==> src/rtl/core/tts_pkg.sv <==
// shared types and codes of the two level thread scheduler
`default_nettype none
package tts_pkg;

    localparam int CMD_W    = 2;
    localparam int STATUS_W = 2;
    localparam int KIND_W   = 2;
    localparam int TID_W    = 4;
    localparam int QUANT_W  = 8;
    localparam int APB_AW   = 2;
    localparam int APB_DW   = 32;

    localparam logic [CMD_W-1:0] CMD_CREATE = 2'd0;
    localparam logic [CMD_W-1:0] CMD_EXIT   = 2'd1;
    localparam logic [CMD_W-1:0] CMD_TICK   = 2'd2;
    localparam logic [CMD_W-1:0] CMD_SETPRI = 2'd3;

    localparam logic [STATUS_W-1:0] STATUS_OK      = 2'd0;
    localparam logic [STATUS_W-1:0] STATUS_NO_SLOT = 2'd1;
    localparam logic [STATUS_W-1:0] STATUS_HALTED  = 2'd2;

    localparam logic [KIND_W-1:0] KIND_NONE       = 2'd0;
    localparam logic [KIND_W-1:0] KIND_PREEMPT    = 2'd1;
    localparam logic [KIND_W-1:0] KIND_SWAP_LOW   = 2'd2;
    localparam logic [KIND_W-1:0] KIND_TERMINATED = 2'd3;

    localparam logic [APB_AW-1:0]  ADDR_QUANTUM  = 2'd0;
    localparam logic [QUANT_W-1:0] QUANTUM_RESET = 8'd10;

    typedef enum logic [1:0] {
        ST_IDLE,
        ST_EXEC,
        ST_FIX
    } state_t;

endpackage
`default_nettype wire

==> src/rtl/core/tts_ram.sv <==
// generic single write port ram with registered read
`default_nettype none
module tts_ram #(
    parameter int WIDTH = 8,
    parameter int DEPTH = 16
) (
    input  wire logic                     clk,
    input  wire logic                     we,
    input  wire logic [$clog2(DEPTH)-1:0] waddr,
    input  wire logic [WIDTH-1:0]         wdata,
    input  wire logic [$clog2(DEPTH)-1:0] raddr,
    output logic      [WIDTH-1:0]         rdata
);
    logic [WIDTH-1:0] mem [DEPTH];

    always_ff @(posedge clk)
    begin
        if (we)
        begin
            mem[waddr] <= wdata;
        end
        rdata <= mem[raddr];
    end
endmodule
`default_nettype wire

==> src/rtl/core/tts_queue.sv <==
// fifo of thread ids: ram plus head, tail and count
`default_nettype none
module tts_queue #(
    parameter int SLOTS = 16
) (
    input  wire logic                     clk,
    input  wire logic                     rst_n,
    input  wire logic                     push,
    input  wire logic [$clog2(SLOTS)-1:0] push_id,
    input  wire logic                     pop,
    output logic      [$clog2(SLOTS)-1:0] head_id,
    output logic      [$clog2(SLOTS):0]   count
);
    localparam int IDW = $clog2(SLOTS);
    localparam logic [IDW-1:0] LAST = IDW'(SLOTS - 1);
    localparam logic [IDW:0]   FULL = (IDW + 1)'(SLOTS);

    logic [IDW-1:0] head_reg, head_next;
    logic [IDW-1:0] tail_reg, tail_next;
    logic [IDW:0]   count_reg, count_next;
    logic           do_push;
    logic           do_pop;

    // head entry is read every cycle, data shows in the cycle after
    tts_ram #(.WIDTH(IDW), .DEPTH(SLOTS)) u_ram (
        .clk   (clk),
        .we    (do_push),
        .waddr (tail_reg),
        .wdata (push_id),
        .raddr (head_reg),
        .rdata (head_id)
    );

    always_comb
    begin
        do_push    = push && (count_reg != FULL);
        // pop on an empty queue takes the id pushed in the same cycle
        do_pop     = pop && (count_reg != '0 || do_push);
        head_next  = head_reg;
        tail_next  = tail_reg;
        count_next = count_reg;
        if (do_push)
        begin
            tail_next = (tail_reg == LAST) ? '0 : tail_reg + 1'b1;
        end
        if (do_pop)
        begin
            head_next = (head_reg == LAST) ? '0 : head_reg + 1'b1;
        end
        if (do_push && !do_pop)
        begin
            count_next = count_reg + 1'b1;
        end
        else if (!do_push && do_pop)
        begin
            count_next = count_reg - 1'b1;
        end
    end

    always_ff @(posedge clk or negedge rst_n)
    begin
        if (!rst_n)
        begin
            head_reg  <= '0;
            tail_reg  <= '0;
            count_reg <= '0;
        end
        else
        begin
            head_reg  <= head_next;
            tail_reg  <= tail_next;
            count_reg <= count_next;
        end
    end

    assign count = count_reg;
endmodule
`default_nettype wire

==> src/rtl/core/tts_cfg.sv <==
// apb register holding the quantum length
`default_nettype none
module tts_cfg (
    input  wire logic                       clk,
    input  wire logic                       rst_n,
    input  wire logic                       psel,
    input  wire logic                       penable,
    input  wire logic                       pwrite,
    input  wire logic [tts_pkg::APB_AW-1:0]  paddr,
    input  wire logic [tts_pkg::APB_DW-1:0]  pwdata,
    output logic      [tts_pkg::APB_DW-1:0]  prdata,
    output logic                            pready,
    output logic      [tts_pkg::QUANT_W-1:0] quantum
);
    import tts_pkg::*;

    logic [QUANT_W-1:0] quantum_reg;

    always_ff @(posedge clk or negedge rst_n)
    begin
        if (!rst_n)
        begin
            quantum_reg <= QUANTUM_RESET;
        end
        else if (psel && penable && pwrite && paddr == ADDR_QUANTUM)
        begin
            quantum_reg <= pwdata[QUANT_W-1:0];
        end
    end

    assign pready  = 1'b1;
    assign prdata  = (paddr == ADDR_QUANTUM) ? {{(APB_DW-QUANT_W){1'b0}}, quantum_reg} : '0;
    assign quantum = quantum_reg;
endmodule
`default_nettype wire

==> src/rtl/core/two_level_thread_scheduler.sv <==
// top level of the two level priority round robin thread scheduler
// usage:
//   request channel: in_valid / in_stall carry cmd and priority_req
//   (create, exit, timer tick, set priority); a request is taken when
//   in_valid is high and in_stall is low
//   result channel: out_valid / out_stall carry one result per request
//   (status, new_tid, running_tid, running_priority, previous_tid,
//   switch_kind); the receiver holds out_stall to keep it
//   timing: a request is taken in idle, where the head and tick reads
//   start, then goes through exec for the read-modify-write; a create that
//   preempts a low thread also passes through fix, because the tick memory
//   has one write port and two slots get a fresh quantum; the result is
//   written into the output register at the end of exec
//   the next request is taken once the sequencer is idle and the output
//   register is empty or being drained in that cycle
//   reset: slot 0 runs at low priority with the reset quantum, both
//   queues empty; the first cycle after reset writes slot 0's quantum
//   and holds off requests; quantum_length sits at apb address 0; the user
//   writes it only while no request is in flight, unenforced by the block
`default_nettype none
module two_level_thread_scheduler #(
    parameter int THREAD_SLOTS = 16
) (
    input  wire logic                        clk,
    input  wire logic                        rst_n,
    input  wire logic                        psel,
    input  wire logic                        penable,
    input  wire logic                        pwrite,
    input  wire logic [tts_pkg::APB_AW-1:0]   paddr,
    input  wire logic [tts_pkg::APB_DW-1:0]   pwdata,
    output logic      [tts_pkg::APB_DW-1:0]   prdata,
    output logic                             pready,
    input  wire logic                        in_valid,
    output logic                             in_stall,
    input  wire logic [tts_pkg::CMD_W-1:0]    cmd,
    input  wire logic                        priority_req,
    output logic                             out_valid,
    input  wire logic                        out_stall,
    output logic      [tts_pkg::STATUS_W-1:0] status,
    output logic      [tts_pkg::TID_W-1:0]    new_tid,
    output logic      [tts_pkg::TID_W-1:0]    running_tid,
    output logic                             running_priority,
    output logic      [tts_pkg::TID_W-1:0]    previous_tid,
    output logic      [tts_pkg::KIND_W-1:0]   switch_kind
);
    import tts_pkg::*;

    localparam int IDW = $clog2(THREAD_SLOTS);

    logic [QUANT_W-1:0] quantum;

    tts_cfg u_cfg (
        .clk     (clk),
        .rst_n   (rst_n),
        .psel    (psel),
        .penable (penable),
        .pwrite  (pwrite),
        .paddr   (paddr),
        .pwdata  (pwdata),
        .prdata  (prdata),
        .pready  (pready),
        .quantum (quantum)
    );

    state_t state_reg, state_next;

    // slot flags live in flops, one bit per slot
    logic [THREAD_SLOTS-1:0] use_reg, use_next;
    logic [THREAD_SLOTS-1:0] pri_reg, pri_next;
    logic [IDW-1:0]          run_reg, run_next;
    logic                    halt_reg, halt_next;
    logic [IDW-1:0]          fix_addr_reg, fix_addr_next;
    logic [CMD_W-1:0]        cmd_reg;
    logic                    req_reg;

    // slot 0 starts with the reset quantum: write it once after reset
    logic                    init_reg;

    logic                    out_valid_reg, out_valid_next;
    logic [STATUS_W-1:0]     status_reg, status_next;
    logic [TID_W-1:0]        new_tid_reg, new_tid_next;
    logic [TID_W-1:0]        run_tid_reg, run_tid_next;
    logic                    run_pri_reg, run_pri_next;
    logic [TID_W-1:0]        prev_tid_reg, prev_tid_next;
    logic [KIND_W-1:0]       kind_reg, kind_next;

    // tick memory port
    logic                    t_we;
    logic [IDW-1:0]          t_waddr;
    logic [QUANT_W-1:0]      t_wdata;
    logic [QUANT_W-1:0]      t_rdata;
    logic [QUANT_W-1:0]      t_dec;

    // queue controls
    logic                    hq_push, hq_pop, lq_push, lq_pop;
    logic [IDW-1:0]          hq_id, lq_id;
    logic [IDW-1:0]          hq_head, lq_head;
    logic [IDW:0]            hq_count, lq_count;

    // free slot search
    logic                    free_found;
    logic [IDW-1:0]          free_idx;

    logic                    accept;
    logic                    out_take;
    logic                    resched;
    logic                    push_prev;
    logic [IDW-1:0]          next_id;

    tts_ram #(.WIDTH(QUANT_W), .DEPTH(THREAD_SLOTS)) u_ticks (
        .clk   (clk),
        .we    (t_we),
        .waddr (t_waddr),
        .wdata (t_wdata),
        .raddr (run_reg),
        .rdata (t_rdata)
    );

    tts_queue #(.SLOTS(THREAD_SLOTS)) u_high (
        .clk     (clk),
        .rst_n   (rst_n),
        .push    (hq_push),
        .push_id (hq_id),
        .pop     (hq_pop),
        .head_id (hq_head),
        .count   (hq_count)
    );

    tts_queue #(.SLOTS(THREAD_SLOTS)) u_low (
        .clk     (clk),
        .rst_n   (rst_n),
        .push    (lq_push),
        .push_id (lq_id),
        .pop     (lq_pop),
        .head_id (lq_head),
        .count   (lq_count)
    );

    assign out_take = out_valid_reg && !out_stall;
    assign in_stall = init_reg || (state_reg != ST_IDLE) || (out_valid_reg && out_stall);
    assign accept   = in_valid && !in_stall;
    assign t_dec    = t_rdata - 1'b1;

    // lowest free slot
    always_comb
    begin
        free_found = 1'b0;
        free_idx   = '0;
        for (int i = THREAD_SLOTS - 1; i >= 0; i--)
        begin
            if (!use_reg[i])
            begin
                free_found = 1'b1;
                free_idx   = IDW'(i);
            end
        end
    end

    always_comb
    begin
        state_next     = state_reg;
        use_next       = use_reg;
        pri_next       = pri_reg;
        run_next       = run_reg;
        halt_next      = halt_reg;
        fix_addr_next  = fix_addr_reg;
        out_valid_next = out_valid_reg && !out_take;
        status_next    = status_reg;
        new_tid_next   = new_tid_reg;
        run_tid_next   = run_tid_reg;
        run_pri_next   = run_pri_reg;
        prev_tid_next  = prev_tid_reg;
        kind_next      = kind_reg;
        t_we           = 1'b0;
        t_waddr        = run_reg;
        t_wdata        = quantum;
        hq_push        = 1'b0;
        hq_pop         = 1'b0;
        lq_push        = 1'b0;
        lq_pop         = 1'b0;
        hq_id          = free_idx;
        lq_id          = free_idx;
        resched        = 1'b0;
        push_prev      = 1'b0;
        next_id        = run_reg;

        // first cycle after reset: quantum for slot 0
        if (init_reg)
        begin
            t_we    = 1'b1;
            t_waddr = '0;
            t_wdata = QUANTUM_RESET;
        end

        case (state_reg)
            ST_IDLE:
            begin
                if (accept)
                begin
                    state_next = ST_EXEC;
                end
            end

            ST_EXEC:
            begin
                state_next  = ST_IDLE;
                status_next = STATUS_OK;
                new_tid_next = '0;
                kind_next   = KIND_NONE;
                if (halt_reg)
                begin
                    status_next = STATUS_HALTED;
                end
                else
                begin
                    case (cmd_reg)
                        CMD_CREATE:
                        begin
                            if (!free_found)
                            begin
                                status_next = STATUS_NO_SLOT;
                            end
                            else
                            begin
                                use_next[free_idx] = 1'b1;
                                pri_next[free_idx] = req_reg;
                                t_we         = 1'b1;
                                t_waddr      = free_idx;
                                new_tid_next = TID_W'({{TID_W{1'b0}}, free_idx});
                                if (req_reg)
                                begin
                                    hq_push = 1'b1;
                                end
                                else
                                begin
                                    lq_push = 1'b1;
                                end
                                // new high thread preempts a low one
                                if (!pri_reg[run_reg] && req_reg)
                                begin
                                    resched       = 1'b1;
                                    fix_addr_next = run_reg;
                                    state_next    = ST_FIX;
                                end
                            end
                        end
                        CMD_EXIT:
                        begin
                            use_next[run_reg] = 1'b0;
                            if (hq_count == '0 && lq_count == '0)
                            begin
                                halt_next   = 1'b1;
                                status_next = STATUS_HALTED;
                            end
                            else
                            begin
                                resched = 1'b1;
                            end
                        end
                        CMD_TICK:
                        begin
                            if (!pri_reg[run_reg])
                            begin
                                t_we = 1'b1;
                                if (t_dec == '0)
                                begin
                                    resched = 1'b1;
                                end
                                else
                                begin
                                    t_wdata = t_dec;
                                end
                            end
                        end
                        CMD_SETPRI:
                        begin
                            pri_next[run_reg] = req_reg;
                        end
                        default:
                        begin
                            status_next = STATUS_OK;
                        end
                    endcase

                    if (resched)
                    begin
                        // requeue a live low thread behind the others
                        push_prev = use_next[run_reg] && !pri_next[run_reg];
                        if (push_prev)
                        begin
                            lq_push = 1'b1;
                            lq_id   = run_reg;
                        end
                        // empty queue pops the id pushed this cycle
                        if (hq_count != '0 || hq_push)
                        begin
                            hq_pop  = 1'b1;
                            next_id = (hq_count != '0) ? hq_head : hq_id;
                        end
                        else
                        begin
                            lq_pop  = 1'b1;
                            next_id = (lq_count != '0) ? lq_head : lq_id;
                        end
                        run_next = next_id;
                        if (next_id == run_reg)
                        begin
                            kind_next = KIND_NONE;
                        end
                        else if (pri_next[next_id] && !pri_next[run_reg])
                        begin
                            kind_next = KIND_PREEMPT;
                        end
                        else if (use_next[run_reg] && !pri_next[run_reg])
                        begin
                            kind_next = KIND_SWAP_LOW;
                        end
                        else if (!use_next[run_reg])
                        begin
                            kind_next = KIND_TERMINATED;
                        end
                        else
                        begin
                            kind_next = KIND_NONE;
                        end
                    end
                end
                out_valid_next = 1'b1;
                prev_tid_next  = TID_W'({{TID_W{1'b0}}, run_reg});
                run_tid_next   = TID_W'({{TID_W{1'b0}}, run_next});
                run_pri_next   = pri_next[run_next];
            end

            ST_FIX:
            begin
                // fresh quantum for the preempted thread
                t_we       = 1'b1;
                t_waddr    = fix_addr_reg;
                state_next = ST_IDLE;
            end

            default:
            begin
                state_next = ST_IDLE;
            end
        endcase
    end

    always_ff @(posedge clk or negedge rst_n)
    begin
        if (!rst_n)
        begin
            state_reg     <= ST_IDLE;
            use_reg       <= {{(THREAD_SLOTS-1){1'b0}}, 1'b1};
            pri_reg       <= '0;
            run_reg       <= '0;
            halt_reg      <= 1'b0;
            out_valid_reg <= 1'b0;
        end
        else
        begin
            state_reg     <= state_next;
            use_reg       <= use_next;
            pri_reg       <= pri_next;
            run_reg       <= run_next;
            halt_reg      <= halt_next;
            out_valid_reg <= out_valid_next;
        end
    end

    always_ff @(posedge clk or negedge rst_n)
    begin
        if (!rst_n)
        begin
            init_reg <= 1'b1;
        end
        else
        begin
            init_reg <= 1'b0;
        end
    end

    // payload registers
    always_ff @(posedge clk)
    begin
        fix_addr_reg <= fix_addr_next;
        status_reg   <= status_next;
        new_tid_reg  <= new_tid_next;
        run_tid_reg  <= run_tid_next;
        run_pri_reg  <= run_pri_next;
        prev_tid_reg <= prev_tid_next;
        kind_reg     <= kind_next;
        if (accept)
        begin
            cmd_reg <= cmd;
            req_reg <= priority_req;
        end
    end

    assign out_valid        = out_valid_reg;
    assign status           = status_reg;
    assign new_tid          = new_tid_reg;
    assign running_tid      = run_tid_reg;
    assign running_priority = run_pri_reg;
    assign previous_tid     = prev_tid_reg;
    assign switch_kind      = kind_reg;
endmodule
`default_nettype wire
==> config.mk <==
export PLATFORM = sky130hd
export DESIGN_NAME = two_level_thread_scheduler
export DESIGN_NICKNAME = d
export VERILOG_FILES = /design/src/rtl/core/tts_pkg.sv /design/src/rtl/core/tts_ram.sv /design/src/rtl/core/tts_queue.sv /design/src/rtl/core/tts_cfg.sv /design/src/rtl/core/two_level_thread_scheduler.sv
export SDC_FILE = /design/constraint.sdc
export NUM_CORES = 1
export LEC_CHECK = 0
export ABC_AREA = 1
export BUFFER_PORTS_ARGS = -buffer_cell sky130_fd_sc_hd__buf_2
export CAP_MARGIN = 25
export CORE_UTILIZATION = 50
export CTS_CLUSTER_DIAMETER = 120
export DETAILED_ROUTE_END_ITERATION = 12
export PLACE_DENSITY = 0.67
export REMOVE_ABC_BUFFERS = 1
export SKIP_CTS_REPAIR_TIMING = 1
export SYNTH_ARGS = -nofsm -noshare
export SYNTH_HDL_FRONTEND = slang
export SYNTH_HIERARCHICAL = 1
export SYNTH_SLANG_ARGS = --single-unit
==> constraint.sdc <==
create_clock -name clk -period 9.4 [get_ports clk]
set_clock_uncertainty 0.2 [all_clocks]
set_input_delay 0.94 -clock clk [delete_from_list [all_inputs] [get_ports clk]]
set_output_delay 0.94 -clock clk [all_outputs]
set_load 0.05 [all_outputs]
* Word-level counts from Yosys, hierarchy flattened
Memories as Yosys holds them, arrays and structs flattened. A register that Yosys moved wholly into a read port is not among the register bits.
Index checks and enable logic that the tools add are counted.
** Operators by class
- $add $sub $neg :: 9
- Magnitude comparators :: 6
- Eq/ne operators :: 13
- Muxes and demuxes :: 149
- Bitwise operators :: 7
- Reductions and logical operators :: 51
** Operators with widths (count)
- 4-bit 2-to-1 mux :: 37
- 16-bit 2-to-1 mux :: 8
- 1-bit 2-to-1 mux :: 68
- 16-bit one-hot mux with 2 select lines :: 2
- 8-bit 2-to-1 mux :: 7
- 16-bit bitwise mux :: 2
- 1-bit logical AND :: 21
- 1-bit binary-select mux with 4-bit select :: 5
- 4-bit by 5-bit < comparator with 1-bit output, second input constant :: 4
- 5-bit 2-to-1 mux :: 4
- 4-bit by 1-bit adder with 4-bit output, second input constant :: 4
- 16-bit bitwise AND :: 1
- 4-bit == test, second input constant :: 4
- 2-bit 2-to-1 mux :: 8
- 16-bit NOT :: 1
- 16-bit OR :: 1
- 5-bit by 1-bit adder with 5-bit output, second input constant :: 2
- 5-bit logical NOT :: 2
- 5-bit != test, second input constant :: 2
- 5-bit nonzero test :: 2
- 5-bit by 1-bit subtractor with 5-bit output, second input constant :: 2
- 1-bit logical NOT :: 9
- 1-bit demux with 4-bit select :: 2
- 4-bit by 1-bit greater-or-equal comparator with 1-bit output, second input constant :: 2
- 18 further kinds :: 35
** Storage, ports and cells
- Flip-flop bits (word level) :: 99
- Bits in writable memories :: 256
- Word-level logic and storage cells :: 262
- Memories kept :: 3
** Memory list
- u_ticks.mem :: depth 16, bits a word 8, read ports 1, clocked after memory_dff 1, write ports 1, RTL line tts_ram.sv:14 : logic [WIDTH-1:0] mem [DEPTH];
- u_high.u_ram.mem :: depth 16, bits a word 4, read ports 1, clocked after memory_dff 1, write ports 1, RTL line tts_ram.sv:14
- u_low.u_ram.mem :: depth 16, bits a word 4, read ports 1, clocked after memory_dff 1, write ports 1, RTL line tts_ram.sv:14

* Longest topological paths before layout
Gate-level depths: netlist (run 1).
- Depth in word-level cells :: 40
- Mapped depth :: 42
- Gate-level depth less buffers :: 42

* Cells and area by module
Netlist (run 1), hierarchy kept.
** By module, submodules not included
- tts_ram (u_high.u_ram ...) :: instances 2, cells each 290, area each 2966.6 um^2, sequential area each 2001.9 um^2
- two_level_thread_scheduler :: instances 1, cells each 910, area each 5776.8 um^2, sequential area each 1749.2 um^2
- tts_ram (u_ticks) :: instances 1, cells each 551, area each 5766.8 um^2, sequential area each 4003.8 um^2
- tts_queue :: instances 2, cells each 86, area each 774.5 um^2, sequential area each 325.3 um^2
- tts_cfg :: instances 1, cells each 81, area each 620.6 um^2, sequential area each 202.7 um^2

* Worst setup path after synthesis (run 1)
OpenSTA, ideal clock, no wires.
- Kind :: register to register
- From :: register use_reg[0]
- To :: register u_low.count_reg[4] (netlist: u_low/count[4])
- Library setup time :: 0.113 ns
- Arrival :: 3.985 ns
- Data required time :: 9.087 ns
- Path slack :: 5.102 ns
- Stages on the path, launching flop included :: 35
- Path buffers :: 1
- Period minus slack after synthesis :: 4.298 ns
- Path through :: dfstp_2 buf_2 nand2_1 nor2_2 inv_2 nor2_2 inv_2 nor2_1 nor2_1 nand4_1 nand3_1 nand2_1 nand2_1 nand2_1 nand3_1 nand2_1 inv_2 nor2_1 nand3_2 nand2_2 inv_1 nand2_1 nand2_1 nand2_4 inv_4 nand2_4 ha_1 a21oi_1 nand2_1 nand2_1 nand2_1 nand2_1 nand2_1 nand2_1 inv_1
** Between the ends
- Word-level cells in the longest chain between the ends :: 24
- Elaborated cells on any way between the ends :: 52
- Classes of those cells :: order compare (2); mux (36); bitwise (2); reduce/logical (12)
** RTL lines
- start: declaration :: RTL line two_level_thread_scheduler.sv:68 : logic [THREAD_SLOTS-1:0] use_reg, use_next;
- start signal: assignment :: RTL line two_level_thread_scheduler.sv:354 : use_reg <= {{(THREAD_SLOTS-1){1'b0}}, 1'b1};
- start signal: assignment :: RTL line two_level_thread_scheduler.sv:363 : use_reg <= use_next;
- 4-bit 2-to-1 mux (*) :: RTL line two_level_thread_scheduler.sv:151 : if (!use_reg[i])
- net free_idx[3] :: RTL line two_level_thread_scheduler.sv:102 : logic [IDW-1:0] free_idx;
- 4-bit by 5-bit < comparator with 1-bit output (implied by the code) or 4-bit by 1-bit greater-or-equal comparator with 1-bit output (tied branches) :: RTL line two_level_thread_scheduler.sv:225, two_level_thread_scheduler.sv:226
- 1-bit logical AND (implied by the code) :: RTL line two_level_thread_scheduler.sv:225, two_level_thread_scheduler.sv:226
- 1-bit 2-to-1 mux (implied by the code) :: RTL line two_level_thread_scheduler.sv:225, two_level_thread_scheduler.sv:226
- 1-bit demux with 4-bit select (*) :: RTL line two_level_thread_scheduler.sv:225, two_level_thread_scheduler.sv:226
- 16-bit bitwise mux :: RTL line two_level_thread_scheduler.sv:226 : pri_next[free_idx] = req_reg;
- 16-bit 2-to-1 mux :: RTL line two_level_thread_scheduler.sv:219 : if (!free_found)
- [11 not listed]
- net lq_push :: RTL line two_level_thread_scheduler.sv:95 : logic hq_push, hq_pop, lq_push, lq_pop;
- 1-bit logical AND (*) :: RTL line tts_queue.sv:36 : do_push = push && (count_reg != FULL);
- net u_low.do_push :: RTL line tts_queue.sv:21 : logic do_push;
- 1-bit logical OR :: RTL line tts_queue.sv:38 : do_pop = pop && (count_reg != '0 || do_push);
- 1-bit logical AND :: RTL line tts_queue.sv:38
- 1-bit logical NOT :: RTL line tts_queue.sv:50 : if (do_push && !do_pop)
- 1-bit logical AND :: RTL line tts_queue.sv:50
- 5-bit 2-to-1 mux or 2-bit nonzero test (tied branches)
- end signal: assignment :: RTL line tts_queue.sv:72 : count_reg <= count_next;
- end: declaration :: RTL line tts_queue.sv:20 : logic [IDW:0] count_reg, count_next;
The timed path passes the listed nets; every way through them passes the cells marked *. The select of a mux whose other input is x is not followed.
A chain may end at the register's enable or synchronous reset.

* Worst setup path after layout (run 1)
- From :: register use_reg[14]
- To :: register u_low.count_reg[4] (netlist: u_low/count[4])
** Between the ends
- Word-level cells in the longest chain between the ends :: 38
- Elaborated cells on any way between the ends :: 80
- Classes of those cells :: order compare (2); mux (64); bitwise (2); reduce/logical (12)
** RTL lines
- 4-bit 2-to-1 mux (15 in series) :: RTL line two_level_thread_scheduler.sv:151
- 4-bit by 5-bit < comparator with 1-bit output (implied by the code) or 4-bit by 1-bit greater-or-equal comparator with 1-bit output (tied branches) :: RTL line two_level_thread_scheduler.sv:225, two_level_thread_scheduler.sv:226
- 1-bit logical AND (implied by the code) :: RTL line two_level_thread_scheduler.sv:225, two_level_thread_scheduler.sv:226
- 1-bit 2-to-1 mux (implied by the code) :: RTL line two_level_thread_scheduler.sv:225, two_level_thread_scheduler.sv:226
- 1-bit demux with 4-bit select :: RTL line two_level_thread_scheduler.sv:225, two_level_thread_scheduler.sv:226
- 16-bit bitwise mux :: RTL line two_level_thread_scheduler.sv:226
- 16-bit 2-to-1 mux :: RTL line two_level_thread_scheduler.sv:219
- 16-bit one-hot mux with 2 select lines :: RTL line two_level_thread_scheduler.sv:216 : case (cmd_reg)
- [10 not listed]
- net lq_push :: RTL line two_level_thread_scheduler.sv:95
- 1-bit logical AND (*) :: RTL line tts_queue.sv:36
- net u_low.do_push :: RTL line tts_queue.sv:21
- 1-bit logical OR :: RTL line tts_queue.sv:38
- 1-bit logical AND :: RTL line tts_queue.sv:38
- 1-bit logical NOT :: RTL line tts_queue.sv:50
- 1-bit logical AND :: RTL line tts_queue.sv:50
- 5-bit 2-to-1 mux or 2-bit nonzero test (tied branches)
Marks and branches as above.

==> summary.md, run 1 <==
| Metric | Value |
|---|---|
| ANT nets after route | 0 |
| Root buffer cell | clkbuf_16 |
| Area growth, synth to finish | 9.55% |
| Post-Syn Instances | 2294 |
| Die Wd | between 200 and 250 um |
| Top delay family on crit path | simple AND/OR/NAND/NOR gates |
| Fin. Hold Viols | 0 |
| Critical path launch point type | flop |
| Leakage | about 0.0096 uW |
| Number of global-route vias before repair | 14.6k |
| First-pass GRT wire length | approximately 76 mm |
| Syn Area/Cell | between 8 and 9 um^2 |
| Maxcap violations | 0 |
| FF+latch count, synth | around 370 |
| H-Tree Depth | 2 |
| Min Tclk post-route | around 5300 ps |
| Clk buf depth | 3 |
| Slew Limit Fails | 0 |
| Placed Area | 20100 um^2 |
| Syn. warnings | 6 |
| Die ar. | around 40000 um^2 |
| Tcrit/Tclk final | a little under three fifths |
| Seq/Total Area, Yosys | a little over half |
| Placed cells | roughly 2.8k |
| CTS Sinks | about 370 |
| Slew of the pin with the lowest slew margin | between 800 and 900 ps |
| Initial Utilization | approximately 50% |
| GRT Total Usage | between 20% and 30% |
| Final setup vio count | 0 |
| Critical path arrival | 5540 ps |
| RR Endpoint | u_low/count[4] |
| Buffers & Inverters on Critical Path | 5 |
| Hpwl dp | 31.9 mm |
| Via density per instance | 5.30 |
| Post-route design area | about 22000 um^2 |
| Pre-Repair DR Iteration Count | 6 |
| Num CTS Buffers | 40 |
| Dominant synthesized flop cell | edfxtp_1 |
| Largest net degree at the start of global routing | 76 |
| DP Worst Slack | 4170 ps |
| RSZ-0062 raised after global routing | no |
| IO buf count | between 40 and 50 |
| Die Height | about 200 um |
| Antenna fix cells | 0 |
| CP peak stage delay | 410 ps |
| Wire per inst | 16.5 um |
| # rows | slightly above 70 |
| Final nets | about 2.4k |
| Layout cell share with drive strength beyond 1 | between 8 and 9% |
| Crit path required time | 9630 ps |
| Reg2Reg Depth | 35 |
| Run status | finished clean |
| Routed WL | between 40 and 50 mm |
| Biggest regs | u_ticks/mem (128), u_high/u_ram/mem (64), u_low/u_ram/mem (64) |
| Top cell by count, worst path | nand2_1 |
| Largest register FFs | ~130 |
| Drt initial violations | roughly 1.3k |
| CP Class | flop to flop |
| RePlAce Congestion | 0.954 |
| Yosys cell types | 53 |
| Kind of end point of the critical path | flop |
| Core Region | 38700 um^2 |
| Setup slack, reg-to-reg | 4090 ps |
| Largest Register | u_ticks/mem |
| Min setup slack post-route | 4090 ps |
| Fin cells | ~2.9k |
| CP Max Fanout | 31 |
| Initial antenna violation count | 0 |
| Num ports | 96 |
| Post-synth EDFFs | 280 |
| Pwr dens | around 300 nW/um^2 |
| Maximum vdd ir drop | around 0.0002 V |
| DRC Markers | 0 |
| CTS tree | yes |
| Worst-skew pair later-pin latency | roughly 550 ps |
| Slew HR | between 40% and 50% |
| HP Class | primary input to asynchronous set/reset pin |
| Total grt overflow | 0 |
| Post-Syn Area | 19600 um^2 |
| Clock transition at path regs | 60 ps |
| FFs w/ async S/R, synth | between 20% and 30% |
| Launch point of the worst reg-to-reg path | use_reg[14] |
| CP max-delay cell | dfrtp_1 |
| F_max | ~0.19 GHz |
| Final setup TNS | 0 ps |
| Vias | about 15k |
==> metrics by stage <==
stage          hold slack, ps  util, %  total power (uW)
6_report                 97.0     55.6              6360
5_1_grt                   113     55.6              6760
4_1_cts                   294     55.5              6370
3_5_place_dp              286     51.8              4690
3_3_place_gp              275     51.7              4640
2_1_floorplan             248        -              3950
==> synth_stat cells, types with 10 or more instances <==
| cell type | number | share of area (%) |
|---|---|---|
| edfxtp_1 | 280 | 43 |
| xnor2_1 | 13 | 0.58 |
| ha_1 | 19 | 1.2 |
| inv_2 | 11 | 0.21 |
| buf_6 | 18 | 1.0 |
| nand2_4 | 13 | 0.75 |
| dfxtp_1 | 16 | 1.6 |
| clkbuf_1 | 26 | 0.50 |
| dfrtp_1 | 71 | 9.0 |
| nor2_1 | 145 | 2.8 |
| a21oi_1 | 42 | 1.1 |
| nor3_1 | 10 | 0.25 |
| nand3_1 | 303 | 7.7 |
| buf_4 | 40 | 1.5 |
| nand2_1 | 657 | 13 |
| o21ai_1 | 11 | 0.28 |
| nand4_1 | 18 | 0.57 |
| buf_2 | 21 | 0.53 |
| o211ai_1 | 11 | 0.42 |
| o21ai_0 | 117 | 3.0 |
| inv_1 | 336 | 6.4 |
==> cells in the final DEF (no fill, tap or decap), types with 11 or more instances in the layout <==
cell type / Yosys / final
clkbuf_16: 0 / 44
buf_4: 40 / 22
a21oi_1: 42 / 42
dfrtp_1: 71 / 70
dfxtp_1: 16 / 16
nand2_4: 13 / 13
inv_2: 11 / 11
o21ai_1: 11 / 20
xnor2_1: 13 / 13
o21ai_0: 117 / 108
inv_1: 336 / 336
nand4_1: 18 / 18
nand3_1: 303 / 303
conb_1: 3 / 26
edfxtp_1: 280 / 280
nand2_1: 657 / 657
buf_2: 21 / 45
nor2_1: 145 / 145
o211ai_1: 11 / 11
ha_1: 19 / 19
==> per-layer routing <==
metal  GRT usage, %  part of all wire [%]
met5              0                     0
met4           9.70                   3.7
met2           38.5                    47
met1           32.3                    43
met3           3.34                   6.6
==> cell type report <==
type / count / area [um^2]
Timing Repair Buffer: 70 / 440
Fill cell: 3477 / 17200
Inverter: 356 / 1360
Sequential cell: 371 / 10600
Clock buffer: 55 / 1180
Multi-Input combinational cell: 1481 / 7030
Tap cell: 518 / 648
Clock inverter: 19 / 249
==> worst max path at each step <==
| stage | start | endpoint | slack (ps) | cells after the start |
|---|---|---|---|---|
| detailed placement | use_reg[14] | u_low/count[4] | 4170 | 35 |
| CTS | run_reg[0] | u_low/count[4] | 4150 | 25 |
| global route | run_reg[0] | u_low/count[4] | 3660 | 32 |
| global placement | use_reg[14] | u_low/count[4] | 4210 | 35 |
| floorplan | run_reg[0] | u_low/count[4] | 4690 | 31 |
| finish | use_reg[14] | u_low/count[4] | 4090 | 35 |
==> kinds of logic (layout without fill, tap and decap cells) <==
| family | Yosys count | count (layout) | synth area share [%] |
|---|---|---|---|
| AND/OR/NAND/NOR | 1190 | 1190 | 26.6 |
| flip-flops | 371 | 371 | 54.0 |
| other | 3 | 26 | 0.0573 |
| AO/OA/AOI/OAI | 219 | 219 | 6.17 |
| buffers and inverters | 465 | 500 | 10.6 |
| XOR/XNOR | 21 | 21 | 0.936 |
| multiplexers | 4 | 4 | 0.204 |
| adder cells (fa/ha/maj) | 21 | 21 | 1.41 |
==> power breakdown <==
part           internal, uW  switching [uW]  leakage, uW
clock network          1020             642     0.000704
registers              2080             204      0.00361
logic                   684            1720      0.00525
Power figures use the tool's default switching activity.
==> inputs of run 2 (changes only) <==
Clock period 9.4 ns to 5.6 ns, I/O delays scaled along.
==> run 2 against run 1 <==
- die area unchanged
- flip-flop and latch count unchanged
- via count up 0.78%
- non-clock buffer count up 10
- clock power up 65%
- power up 68%
- worst hold slack worse by 78 ps
- count of clock-buffer cells in the layout up 1
- routed wire length up 0.52%
- maximum frequency up 10%
==> summary.md, run 2 (synthesis gave the netlist of run 1 again) <==
| Metric | Value |
|---|---|
| DRC Markers | 0 |
| Run status | finished clean |
| Drt initial violations | between 1.5k and 2k |
| Core Region | just under 40000 um^2 |
| Routed WL | approximately 47 mm |
| ANT nets after route | 0 |
| Initial antenna violation count | 0 |
| Crit path required time | between 5000 and 6000 ps |
| Final setup vio count | 0 |
| Layout cell share with drive strength beyond 1 | 8.80% |
| Wire per inst | 16.5 um |
| H-Tree Depth | 2 |
| Largest Register | u_ticks/mem |
| Num CTS Buffers | 41 |
| Launch point of the worst reg-to-reg path | run_reg[1] |
| HP Class | primary input to flop |
| # rows | 72 |
| Largest net degree at the start of global routing | between 70 and 80 |
| Maxcap violations | 0 |
| Grt met2 use | 39.0% |
| F_max | between 0.2 and 0.25 GHz |
| M3 GR Usage | ~3.3% |
| Pwr dens | 494 nW/um^2 |
| CP Max Fanout | 10 |
| Root buffer cell | clkbuf_16 |
| Biggest regs | u_ticks/mem (128), u_high/u_ram/mem (64), u_low/u_ram/mem (64) |
| Num ports | 96 |
| Largest register FFs | approximately 130 |
| Reg2Reg Depth | 29 |
| Worst Hold Depth | 3 |
| Kind of end point of the critical path | flop |
| Top cell by count, worst path | nand2_1 |
| Fillcell total | approximately 3.5k |
| Final cell utilization of the core | between 50 and 60% |
| Final setup TNS | 0 ps |
| Most frequent cells in the layout | nand2_1 (657), inv_1 (336), nand3_1 (303), edfxtp_1 (280), nor2_1 (145) |
| RR Endpoint | u_low/count[4] |
| CP Class | flop to flop |
| Slew of the pin with the lowest slew margin | 958 ps |
| CP max-delay cell | nor2_1 |
| Critical path arrival | 5080 ps |
| Min Tclk post-route | 4820 ps |
| Antenna fix cells | 0 |
| Commonest non-fill, non-tap cell in the layout | nand2_1 |
| Met1 GRT Util | 31.8% |
| IO buf count | between 40 and 50 |
| Number of global-route vias before repair | 14.4k |
| RePlAce Congestion | between 0.9 and 1 |
| Die Wd | 200 um |
| Worst-skew pair later-pin latency | about 580 ps |
| Pre-Repair DR Iteration Count | 5 |
| Min setup slack post-route | ~800 ps |
| Fin. Hold Viols | 0 |
| Setup slack, reg-to-reg | about 780 ps |
| RSZ-0062 raised after global routing | no |
| Initial Utilization | 50.7% |
| First-pass GRT wire length | 75.9 mm |
| Worst Hold Path EP | u_cfg/quantum[3] |
| Tcrit/Tclk final | 86.0% |
| Leakage | around 0.0096 uW |
| Slew Limit Fails | 0 |
| Critical path launch point type | flop |
| GRT Total Usage | between 20% and 30% |
| Die Height | roughly 200 um |
| Most Used Layer, Global Route | met2 |
| Slew HR | 35.9% |
| Final nets | around 2.4k |
| CTS Sinks | ~370 |
| CP peak stage delay | about 480 ps |
| CTS tree | yes |
| Clock transition at path regs | 60 ps |
| Total grt overflow | 0 |
| DP Worst Slack | roughly 920 ps |
| Area growth, synth to finish | 9.91% |
| Die ar. | roughly 40000 um^2 |
| Hold path startpoint | pwdata[3] |
| Via density per instance | about 5.3 |
| Maximum vdd ir drop | 0.000341 V |
| Vias | 15.3k |
| Hpwl dp | 32.0 mm |
| Clk buf depth | 3 |
-- run 2: cell count changes in the layout (fill, tap and decap cells not counted), moves of 3 or more --
cell,previous run,this run
buf_4,22,26
dlygate4sd3_1,0,5
clkinv_2,9,6
clkbuf_1,7,10
-- run 2: metal layers --
metal | wire, um | up-vias | share of wire, %
met1 | 20300 | 7162 | 43
li1 | - | 7488 | -
met2 | 22400 | 577 | 47
met4 | 1580 | 0 | 3.3
met3 | 3190 | 107 | 6.7
met5 | 0 | - | 0
-- run 2: area by class of cell --
cell class | count | area, um^2 | area share, %
clock inverter | 20 | 259 | 1.20
multi-input combinational | 1481 | 7030 | 32.6
tap | 518 | 648 | 3.00
clock buffer | 56 | 1140 | 5.30
sequential | 371 | 10600 | 49.1
inverter | 356 | 1360 | 6.28
timing repair buffer | 80 | 541 | 2.50
-- run 2: critical path: cells and delay by family (launching register included) --
family	cells	cell delay [ps]
fa+ha+maj	1	270
flops	1	470
compound gates	5	700
buf+inv	6	590
simple gates	17	2440
-- run 2: stage by stage --
step                area, um^2  hold WS (ps)  std cells  total power [uW]
finish                   21600          18.7       2882             10700
global route             21600          11.7       2882             11300
CTS                      21500         -72.9       2875             10700
detailed placement       20100           274       2799              7870
global placement         20100           268       2796              7780
floorplan                19000          64.4       2208              6630
-- run 2: worst max-delay path by stage --
stage	start	end	slack, ps	depth (start not counted)
detailed placement	use_reg[14]	u_low/count[4]	920	35
floorplan	run_reg[0]	u_low/count[4]	890	31
global placement	use_reg[14]	u_low/count[4]	890	35
CTS	run_reg[1]	u_low/count[4]	860	29
global route	run_reg[1]	u_low/count[4]	370	29
finish	run_reg[1]	u_low/count[4]	780	29
-- run 2: report_power, final --
part           total, uW  switching (uW)  internal [uW]
combinational       4070            2900           1160
clock               2760            1090           1670
sequential          3840             348           3490
total              10700            4340           6330
